### src/rtl/mprbs_pkg.sv
// Shared types, constants and the LFSR step function of the multichannel PRBS32 generator.
`timescale 1ns / 1ps
`default_nettype none

package mprbs_pkg;

  localparam int unsigned WORD_W    = 32;
  localparam int unsigned LCOUNT_W  = 5;
  localparam int unsigned BLEN_W    = 24;
  localparam int unsigned CFG_IDX_W = 3;

  localparam logic [WORD_W-1:0] TAP_MASK   = 32'h8000_0062;
  localparam logic [WORD_W-1:0] LOW31_MASK = 32'h7FFF_FFFF;

  localparam logic [WORD_W-1:0]   SEED_RST  = 32'h0000_0001;
  localparam logic [LCOUNT_W-1:0] LCOUNT_RST = 5'd1;
  localparam logic [BLEN_W-1:0]   BLEN_RST  = 24'd1024;

  typedef logic [WORD_W-1:0] word_t;

  typedef enum logic [CFG_IDX_W-1:0] {
    CFG_SEED         = 3'd0,
    CFG_LANE_COUNT   = 3'd1,
    CFG_BLOCK_LENGTH = 3'd2,
    CFG_INCLUDE_ZERO = 3'd3,
    CFG_SEED_FIRST   = 3'd4
  } cfg_idx_t;

  // One Fibonacci step: shift left, feedback from taps 31, 6, 5, 1.
  function automatic word_t prbs_step(input word_t w, input logic incl_zero);
    logic fb;
    fb = ^(w & TAP_MASK);
    if (incl_zero && ((w & LOW31_MASK) == '0)) begin
      fb = ~fb;
    end
    return {w[WORD_W-2:0], fb};
  endfunction

endpackage

`default_nettype wire

### src/rtl/mprbs_lane_ram.sv
// Lane word memory: one write port, one registered read port, write-to-read forwarding.
`timescale 1ns / 1ps
`default_nettype none

module mprbs_lane_ram
  import mprbs_pkg::*;
#(
  parameter int unsigned DEPTH  = 16,
  parameter int unsigned ADDR_W = 4
) (
  input  wire logic              clk,
  input  wire logic              rd_en,
  input  wire logic [ADDR_W-1:0] rd_addr,
  output logic      [WORD_W-1:0] rd_data,
  input  wire logic              wr_en,
  input  wire logic [ADDR_W-1:0] wr_addr,
  input  wire logic [WORD_W-1:0] wr_data
);

  logic [WORD_W-1:0] mem [DEPTH];
  logic [WORD_W-1:0] mem_q_r;
  logic [WORD_W-1:0] fwd_data_r;
  logic              fwd_r;

  always_ff @(posedge clk) begin
    if (wr_en) begin
      mem[wr_addr] <= wr_data;
    end
  end

  always_ff @(posedge clk) begin
    if (rd_en) begin
      mem_q_r    <= mem[rd_addr];
      fwd_r      <= wr_en && (wr_addr == rd_addr);
      fwd_data_r <= wr_data;
    end
  end

  assign rd_data = fwd_r ? fwd_data_r : mem_q_r;

endmodule

`default_nettype wire

### src/rtl/multichannel_prbs32_generator_top.sv
// Multichannel PRBS32 word generator: one word per input beat from interleaved lanes.
// Pipeline: lane read and stage-1 registers, then the step and output register.
// Throughput: one word per cycle while out_ready stays high; the lane memory (one read, one
// write port) is read in the accept cycle and written when the beat leaves stage 1, with
// forwarding when consecutive beats hit the same lane.
// Reset: synchronous, active low; clears pipeline valids, block position and lane pointer, and
// loads config defaults. Lane memory is not cleared; the first pass of each block refills it.
`timescale 1ns / 1ps
`default_nettype none

module multichannel_prbs32_generator_top
  import mprbs_pkg::*;
#(
  parameter int unsigned MAX_LANES   = 16,
  parameter int unsigned LENGTH_BITS = 24
) (
  input  wire logic                 clk,
  input  wire logic                 rst_n,
  input  wire logic                 cfg_wr_en,
  input  wire logic [CFG_IDX_W-1:0] cfg_index,
  input  wire logic [WORD_W-1:0]    cfg_wdata,
  input  wire logic                 in_valid,
  output logic                      in_ready,
  input  wire logic                 in_restart,
  output logic                      out_valid,
  input  wire logic                 out_ready,
  output logic [WORD_W-1:0]         out_word,
  output logic                      out_last
);

  localparam int unsigned PTR_W = (MAX_LANES > 1) ? $clog2(MAX_LANES) : 1;
  localparam int unsigned CNT_W = $clog2(MAX_LANES + 1);
  localparam int unsigned CMP_W = LENGTH_BITS + 1;

  logic [WORD_W-1:0]      seed_r;
  logic [LCOUNT_W-1:0]    lcount_r;
  logic [BLEN_W-1:0]      blen_r;
  logic                   incl_zero_r;
  logic                   seed_first_r;

  logic [LENGTH_BITS-1:0] pos_r, pos_nxt;
  logic [PTR_W-1:0]       ptr_r, ptr_nxt;

  logic                   s1_v_r;
  logic                   s1_seedw_r;
  logic                   s1_usemem_r;
  logic                   s1_last_r;
  logic [WORD_W-1:0]      s1_base_r;
  logic [PTR_W-1:0]       s1_ptr_r;

  logic                   out_v_r;
  logic [WORD_W-1:0]      out_word_r;
  logic                   out_last_r;

  logic                   in_acc;
  logic                   s1_go;
  logic [CNT_W-1:0]       lanes;
  logic [LENGTH_BITS-1:0] len;
  logic [LENGTH_BITS-1:0] pos0;
  logic [PTR_W-1:0]       ptr0;
  logic [LENGTH_BITS-1:0] k;
  logic [CNT_W-1:0]       ptr_inc;
  logic                   seedw;
  logic                   first_pass;
  logic                   last;
  logic [WORD_W-1:0]      mem_rd;
  logic [WORD_W-1:0]      s1_src;
  logic [WORD_W-1:0]      s1_word;

  // Configuration registers
  always_ff @(posedge clk) begin
    if (!rst_n) begin
      seed_r       <= SEED_RST;
      lcount_r     <= LCOUNT_RST;
      blen_r       <= BLEN_RST;
      incl_zero_r  <= 1'b1;
      seed_first_r <= 1'b0;
    end else if (cfg_wr_en) begin
      unique case (cfg_index)
        CFG_SEED:         seed_r       <= cfg_wdata;
        CFG_LANE_COUNT:   lcount_r     <= cfg_wdata[LCOUNT_W-1:0];
        CFG_BLOCK_LENGTH: blen_r       <= cfg_wdata[BLEN_W-1:0];
        CFG_INCLUDE_ZERO: incl_zero_r  <= cfg_wdata[0];
        CFG_SEED_FIRST:   seed_first_r <= cfg_wdata[0];
        default: ;
      endcase
    end
  end

  assign s1_go    = s1_v_r && (!out_v_r || out_ready);
  assign in_ready = !s1_v_r || s1_go;
  assign in_acc   = in_valid && in_ready;

  // Stage 0: block position and lane selection
  always_comb begin
    logic [BLEN_W+LENGTH_BITS-1:0] blen_ext;
    if (lcount_r == '0) begin
      lanes = CNT_W'(1);
    end else if (32'(lcount_r) > 32'(MAX_LANES)) begin
      lanes = CNT_W'(MAX_LANES);
    end else begin
      lanes = CNT_W'(lcount_r);
    end

    blen_ext = {{LENGTH_BITS{1'b0}}, blen_r};
    len      = blen_ext[LENGTH_BITS-1:0];
    if (len == '0) begin
      len = LENGTH_BITS'(1);
    end

    pos0 = in_restart ? '0 : pos_r;
    ptr0 = in_restart ? '0 : ptr_r;
    if (CNT_W'(ptr0) >= lanes) begin
      ptr0 = '0;
    end

    seedw      = seed_first_r && (pos0 == '0);
    k          = pos0 - LENGTH_BITS'(seed_first_r);
    first_pass = CMP_W'(k) < CMP_W'(lanes);
    ptr_inc    = CNT_W'(ptr0) + CNT_W'(1);
    last       = (CMP_W'(pos0) + CMP_W'(1)) >= CMP_W'(len);

    ptr_nxt = ptr0;
    if (!seedw) begin
      ptr_nxt = (ptr_inc >= lanes) ? '0 : PTR_W'(ptr_inc);
    end
    pos_nxt = pos0 + LENGTH_BITS'(1);
    if (last) begin
      pos_nxt = '0;
      ptr_nxt = '0;
    end
  end

  always_ff @(posedge clk) begin
    if (!rst_n) begin
      pos_r <= '0;
      ptr_r <= '0;
    end else if (in_acc) begin
      pos_r <= pos_nxt;
      ptr_r <= ptr_nxt;
    end
  end

  always_ff @(posedge clk) begin
    if (!rst_n) begin
      s1_v_r <= 1'b0;
    end else if (in_ready) begin
      s1_v_r <= in_valid;
    end
  end

  always_ff @(posedge clk) begin
    if (in_acc) begin
      s1_seedw_r  <= seedw;
      s1_usemem_r <= !seedw && !first_pass;
      s1_last_r   <= last;
      s1_base_r   <= seedw ? seed_r : seed_r + WORD_W'(ptr0);
      s1_ptr_r    <= ptr0;
    end
  end

  mprbs_lane_ram #(
    .DEPTH  (MAX_LANES),
    .ADDR_W (PTR_W)
  ) u_lane_ram (
    .clk     (clk),
    .rd_en   (in_acc),
    .rd_addr (ptr0),
    .rd_data (mem_rd),
    .wr_en   (s1_go && !s1_seedw_r),
    .wr_addr (s1_ptr_r),
    .wr_data (s1_word)
  );

  // Stage 1: step and write back
  assign s1_src  = s1_usemem_r ? mem_rd : s1_base_r;
  assign s1_word = s1_seedw_r ? s1_base_r : prbs_step(s1_src, incl_zero_r);

  always_ff @(posedge clk) begin
    if (!rst_n) begin
      out_v_r <= 1'b0;
    end else if (s1_go) begin
      out_v_r <= 1'b1;
    end else if (out_ready) begin
      out_v_r <= 1'b0;
    end
  end

  always_ff @(posedge clk) begin
    if (s1_go) begin
      out_word_r <= s1_word;
      out_last_r <= s1_last_r;
    end
  end

  assign out_valid = out_v_r;
  assign out_word  = out_word_r;
  assign out_last  = out_last_r;

endmodule

`default_nettype wire

### config.mk
export PLATFORM = sky130hd
export DESIGN_NAME = multichannel_prbs32_generator_top
export DESIGN_NICKNAME = d
export VERILOG_FILES = /design/src/rtl/mprbs_pkg.sv /design/src/rtl/mprbs_lane_ram.sv /design/src/rtl/multichannel_prbs32_generator_top.sv
export SDC_FILE = /design/constraint.sdc
export NUM_CORES = 1
export LEC_CHECK = 0
export BUFFER_PORTS_ARGS = -buffer_cell sky130_fd_sc_hd__buf_4
export CAP_MARGIN = 40
export CORE_UTILIZATION = 45
export CTS_CLUSTER_DIAMETER = 150
export DETAILED_ROUTE_END_ITERATION = 10
export SETUP_SLACK_MARGIN = 0.2
export SLEW_MARGIN = 10
export SYNTH_ARGS = -nofsm -noshare
export SYNTH_HDL_FRONTEND = slang
export SYNTH_SLANG_ARGS = --single-unit
### constraint.sdc
create_clock -name clk -period 24.4 [get_ports clk]
set_input_delay 6.1 -clock clk [delete_from_list [all_inputs] [get_ports clk]]
set_output_delay 6.1 -clock clk [all_outputs]
set_load 0.005 [all_outputs]
======== Word-level counts from Yosys, hierarchy flattened ========
Memories as Yosys holds them, arrays and structs flattened. A register that Yosys moved wholly into a read port is not among the register bits.
Index checks and enable logic that the tools add are counted.
cells by class
  $add $sub $neg .......................... 5
  $lt $le $gt $ge ......................... 5
  reductions and logical operators ........ 26
  bitwise operators ....................... 1
  equality and inequality tests ........... 5
  muxes and demuxes ....................... 19
operators with widths
  kind                                                             number
  32-bit two-way mux                                               4
  24-bit two-way mux                                               3
  24-bit logical NOT                                               2
  32-bit by 4-bit adder with 32-bit output                         1
  32-bit logical NOT                                               1
  32-bit parity                                                    1
  24-bit by 1-bit adder with 25-bit output, second input constant  1
  25-bit by 24-bit greater-or-equal comparator with 1-bit output   1
  24-bit by 1-bit adder with 24-bit output, second input constant  1
  24-bit by 5-bit < comparator with 1-bit output                   1
  24-bit by 1-bit subtractor with 24-bit output                    1
  4-bit two-way mux                                                5
  5-bit two-way mux                                                2
  2-bit AND reduction                                              5
  1-bit logical AND                                                7
  3-bit by 2-bit == test with 1-bit output, second input constant  2
  4-bit by 1-bit adder with 5-bit output, second input constant    1
  4-bit by 5-bit greater-or-equal comparator with 1-bit output     1
  5-bit greater-or-equal comparator                                1
  5-bit > comparator, second input constant                        1
  1-bit logical NOT                                                5
  5-bit logical NOT                                                1
  1-bit two-way mux                                                5
  4-bit == test                                                    1
  other kinds (6)                                                  7
storage, ports and cells
  register bits ........................... 198
  logic and storage cells ................. 80
  RAM bits ................................ 512
  memories kept ........................... 1
  input bits .............................. 41
  output and inout port bits .............. 35
memory list
  memory          words  width  read ports  clocked after Yosys merged registers in  write ports  line                  text
  u_lane_ram.mem  16     32     1           1                                        1            mprbs_lane_ram.sv:20  logic [WORD_W-1:0] mem [DEPTH];

======== Logic depth before layout (Yosys ltp) ========
  depth in word-level cells ............... 10
  gate-level depth with buffers ........... 22
  gate-level depth less buffers ........... 18

======== By module ========
A second synthesis with hierarchy kept.
unflattened totals
  cells, all modules ...................... 1,967
  area total of the unflattened synthesis .. 31,076.1 µm²
by module, submodules not included
  module                             sequential area each (µm²)  cells an instance  area an instance (µm²)  instances
  mprbs_lane_ram                     17,326.6                    915                21,570.7                1
  multichannel_prbs32_generator_top  4,023.9                     1,052              9,505.4                 1

======== Least setup slack after synthesis ========
OpenSTA, ideal clock, no wires.
  kind .................................... input port to flip-flop
  from .................................... input out_ready
  to ...................................... register pos_r[10]
  path buffers ............................ 2
  required time ........................... 24.340 ns
  stages on the path ...................... 6
  arrival time ............................ 12.658 ns
  setup time .............................. 0.060 ns
  path slack .............................. 11.683 ns
  cells stage by stage .................... nor2b_1 > a21oi_1 > and4_4 > buf_6 > buf_6 > a22o_1
between the ends
  longest elaborated chain between the ends .. 4
RTL lines
  item                  line                                      text
  start, declared       multichannel_prbs32_generator_top.sv:26   input wire logic out_ready,
  1-bit logical OR      multichannel_prbs32_generator_top.sv:90   assign s1_go = s1_v_r && (!out_v_r || out_ready);
  1-bit logical AND     multichannel_prbs32_generator_top.sv:90
  1-bit logical OR      multichannel_prbs32_generator_top.sv:91   assign in_ready = !s1_v_r || s1_go;
  1-bit logical AND     multichannel_prbs32_generator_top.sv:92   assign in_acc = in_valid && in_ready;
  named net in_acc      multichannel_prbs32_generator_top.sv:55   logic in_acc;
  end signal, assigned  multichannel_prbs32_generator_top.sv:139  pos_r <= pos_nxt;
  end, declared         multichannel_prbs32_generator_top.sv:41   logic [LENGTH_BITS-1:0] pos_r, pos_nxt;
The timed path passes the listed nets, and every way through them passes these cells.
A chain may end at the register's enable or synchronous reset.

======== Worst setup path after layout ========
  from .................................... input out_ready
  to ...................................... output in_ready
between the ends
  longest elaborated chain between the ends .. 3
RTL lines
  item               line                                     text
  1-bit logical OR   multichannel_prbs32_generator_top.sv:90
  1-bit logical AND  multichannel_prbs32_generator_top.sv:90
  1-bit logical OR   multichannel_prbs32_generator_top.sv:91
  end, declared      multichannel_prbs32_generator_top.sv:23  output logic in_ready,
No other way between the ends.

==> summary by stage <==
Power
The switching power share of the total is ~22%. The share of total power dissipated in the clock network is 42.7%. The maximum ir drop on the vdd rail is 54.39 µV. The internal power contribution is between 2 and 2.5 mW.

The static power due to leakage is 12.03 nW. For this design the total switching power over the nets is 0.6027 mW. The sequential cell fraction of total power is between 50% and 60%. The ratio of total power to cell area is 76.71 nW/µm².

The fraction of power consumed by combinational cells is 5.1%.

Clock network
The number of buffers inserted to repair setup after CTS is 0. The number of sinks on the clock net is 742. In this run, CTS created clock tree buffers numbering 78. The clock latency at the later pin of the worst-skew pair is 0.63 ns. The number of gates resized after CTS is 0. No sink is reached through more buffers than the 3 on the longest clock path. The CTS tree is built.

Clock tree synthesis selected as its root buffer the cell sky130_fd_sc_hd__clkbuf_16. The number of H-tree branching levels is 3. The clock-pin transition on the worst setup and hold timing paths is 0.06 ns. The number of hold-repair buffers added at the cts stage is 0.

Synth
The number of different library cells used by synthesis comes to 65. The flip-flop and latch count after synthesis is roughly 740. The proportion of netlist area held by the largest area contributor is 62.53%. By count the netlist is led by 649 x sky130_fd_sc_hd__edfxtp_1, 342 x sky130_fd_sc_hd__nand2_1, 97 x sky130_fd_sc_hd__mux2_2. sky130_fd_sc_hd__edfxtp_1 is the most common cell in the netlist. The gate count of the mapped netlist is 2227. The mean instance size in the synthesized netlist is 13.99 µm². The main flop type after synthesis is sky130_fd_sc_hd__edfxtp_1. The proportion of synthesized chip area in sequential cells is 68.51%. The count of yosys warnings during synthesis is 0. Counting flops with a built-in enable in the synthesized netlist gives 649. The number of nets handed over by synthesis was roughly 2300.

After synthesis, the share of flip-flops with an asynchronous set or reset is 0%. Summed over all instances, the cell type with the most area after synthesis is sky130_fd_sc_hd__edfxtp_1. In the post-synthesis netlist, the biggest area contributors are sky130_fd_sc_hd__edfxtp_1 63%, sky130_fd_sc_hd__dfxtp_1 6.0%, sky130_fd_sc_hd__nand2_1 4.1%.

The summed instance area of the synthesized netlist is about 31000 µm².

Routing
The number of vias after detailed routing is 19060. The detailed router finished its first iteration with 1766 violations. For this run, design rule violations remaining after detail routing come to 0. The detail-routed net length per standard cell is 23.59 µm. The detailed-routing iteration count for the pre-antenna-repair pass is 6. Dividing the detail-routed via count by the number of cells gives ~5.7. The count of nets left with antenna violations once routing finished came out at 0. Wires add up to 78490 µm.

Setup path
In this run the critical register-to-register path is launched from lcount_r[4]$_SDFFE_PN0P_. The startpoint-to-endpoint class of the critical path is in -> out. The worst setup path is launched from an input pin. The critical path starts at out_ready.

The arrival time at the worst endpoint is ~6.8 ns. For the worst setup path, the data required time is 18.30 ns. Of all nets on the critical path, the largest fanout is 4.

The endpoint kind of the worst setup timing path is an output port.

GRT
The via count of the first global-routing pass came to between 15000 and 20000. In the global route stage, met2 resource usage came out at 37.54%. Global routing consumed, on the met3 layer, approximately 3.7% of the routing resources. The first global-routing pass estimated 118600 µm of wire.

The met1 demand-to-capacity share in global routing is 30.30%. Global routing consumed, over all layers together, ~23% of the routing resources. The largest net degree at the start of global routing is 69.

The layer flagged by global routing as most heavily used is met2. For this run the aggregate overflow at the end of global routing stands at 0. The number of antenna violations at the first check in global routing came to 1.

Die
During I/O placement, the number of pins put on the boundary was 76. The die outline area is 70320 µm². The vertical die dimension is approximately 270 µm. After floorplanning, the core was divided into 96 placement rows. The area of the core is 68590 µm².

Measured along the x axis, the die boundary spans 265.2 µm. For this configuration, the core starts out at a cell density of between 40% and 50%.

Place
The placer congestion estimate is 0.8594. During placement, the flow inserted port buffers numbering 75. The HPWL after detailed placement is 48960 µm.

STA
The summed negative setup slack over all endpoints is 0 ns. The share of the clock period used by the worst path is between 50% and 60%. The actual slew at the worst max-slew pin is 0.9300 ns.

The number of hold-slack violations in the final timing report is 0. On the final layout, the worst clock skew is 0.02649 ns. The minimum period implied by the final worst setup slack is 12.91 ns. Setup repair after global routing left no endpoint under its margin.

The relative slew slack is 38.00%. The number of slew-limit violations in the final report was 0. For this run, the top clock speed supported by timing is just under 80 MHz. Setup violations remaining at the end of the flow were counted as 0. The worst hold margin is between 0.4 and 0.5 ns.

Finish
Summing all multi-input logic gate instances after layout gives between 9000 and 10000 µm². Compared with the post-synthesis result, the final layout area differs by 14.93%. The area taken by flip-flops and latches is 21350 µm². The total inserted antenna cells is 0. In the final design database the tool counted approximately 2400 nets. Cells with a size suffix above 1 make up 18.82% of the layout. Fill cells in the final layout number 5650.

Min path
In this run the worst hold path is classified as reg -> reg. In this run the most critical hold path is launched from s1_last_r$_DFFE_PP_.

Run
The count of max-cap constraint violations is 0.

Outcome
The flow ran to the end, and the final reports show no timing, DRC or antenna violations.
==> metrics by stage <==
step / instance area [µm²] / util, % / total power, mW / setup WS [ns] / std cells
final: 35820 / 52.22 / 2.747 / 11.49 / 3328
after global routing: 35820 / 52.22 / 2.826 / 11.42 / 3328
after CTS: 35820 / 52.22 / 2.769 / 11.49 / 3328
after detailed placement: 33290 / 48.54 / 1.603 / 11.49 / 3185
after global placement: 32920 / 48.00 / 1.591 / 11.50 / 3152
after floorplan: 31170 / - / 1.535 / 11.68 / 2227
==> cell usage in the layout (no fill, tap or decap), types with 33 or more instances in the layout <==
cell and instances:
sky130_fd_sc_hd__edfxtp_1 649, sky130_fd_sc_hd__ha_1 46, sky130_fd_sc_hd__inv_1 35, sky130_fd_sc_hd__buf_4 146, sky130_fd_sc_hd__o211ai_1 66, sky130_fd_sc_hd__dfxtp_1 93
sky130_fd_sc_hd__mux4_2 37, sky130_fd_sc_hd__nor2_1 54, sky130_fd_sc_hd__nand3_1 82, sky130_fd_sc_hd__nor3_1 46, sky130_fd_sc_hd__mux2_2 97, sky130_fd_sc_hd__mux2i_1 59
sky130_fd_sc_hd__xnor2_1 33, sky130_fd_sc_hd__a21boi_0 55, sky130_fd_sc_hd__a21oi_1 49, sky130_fd_sc_hd__clkbuf_16 80, sky130_fd_sc_hd__nand2_1 342, sky130_fd_sc_hd__nand4_1 51
==> final timing paths <==
path                            depth (start not counted)  slack (ns)                      end
worst max-delay path                                    4       11.49                 in_ready
worst min-delay path                                    0        0.45       out_last$_DFFE_PP_
worst max register to register                         17       19.43  s1_base_r[22]$_DFFE_PP_
worst min register to register                          0        0.45       out_last$_DFFE_PP_
==> cell families (layout without fill, tap and decap cells) <==
family | count (synthesis) | count (layout) | share of synthesized area [%]
flip-flops | 742 | 742 | 68.51
multiplexers | 193 | 193 | 8.073
adder cells (fa/ha/maj) | 47 | 47 | 1.911
AO/OA/AOI/OAI | 331 | 331 | 7.451
AND/OR/NAND/NOR | 678 | 678 | 10.02
buffers and inverters | 171 | 341 | 2.212
XOR/XNOR | 65 | 65 | 1.827
==> flip-flops by register name, summed over array words and instances, names as in the netlist <==
signal and flops:
blen_r 24, incl_zero_r 1, lcount_r 5, out_last 1
out_valid 1, out_word 32, pos_r 24, ptr_r 4
s1_base_r 32, s1_last_r 1, s1_ptr_r 4, s1_seedw_r 1
s1_usemem_r 1, s1_v_r 1, seed_first_r 1, seed_r 32
u_lane_ram.fwd_data_r 32, u_lane_ram.fwd_r 1, u_lane_ram.mem 512, u_lane_ram.mem_q_r 32
==> power by group through the flow <==
stage               registers, mW  clock network [mW]  logic, mW
floorplan                    1.46                   0     0.0753
global placement             1.46                   0      0.128
detailed placement           1.46                   0      0.141
CTS                          1.43                1.19      0.142
global route                 1.44                1.24      0.152
finish                       1.43                1.17      0.141
==> worst max-delay path, stage by stage <==
cell	delay, ns
sky130_fd_sc_hd__buf_4	0.11
sky130_fd_sc_hd__nor2b_1	0.32
sky130_fd_sc_hd__nand2_1	0.13
sky130_fd_sc_hd__buf_4	0.15
==> metal layers <==
metal | wire length [µm] | share of wire, %
met3 | 4793 | 6.1
met1 | 33720 | 43
met4 | 1788 | 2.3
met2 | 38190 | 49
met5 | 0 | 0
==> layout make-up <==
class / count / share of cell area, %
flip-flops and latches: 742 / 59.61
multi-input cells: 1314 / 26.00
clock buffers: 95 / 5.802
repair buffers: 158 / 3.664
well taps: 931 / 3.252
clock inverters: 48 / 1.251
inverters: 40 / 0.4192
No activity file was read; power rests on OpenSTA's default activity.
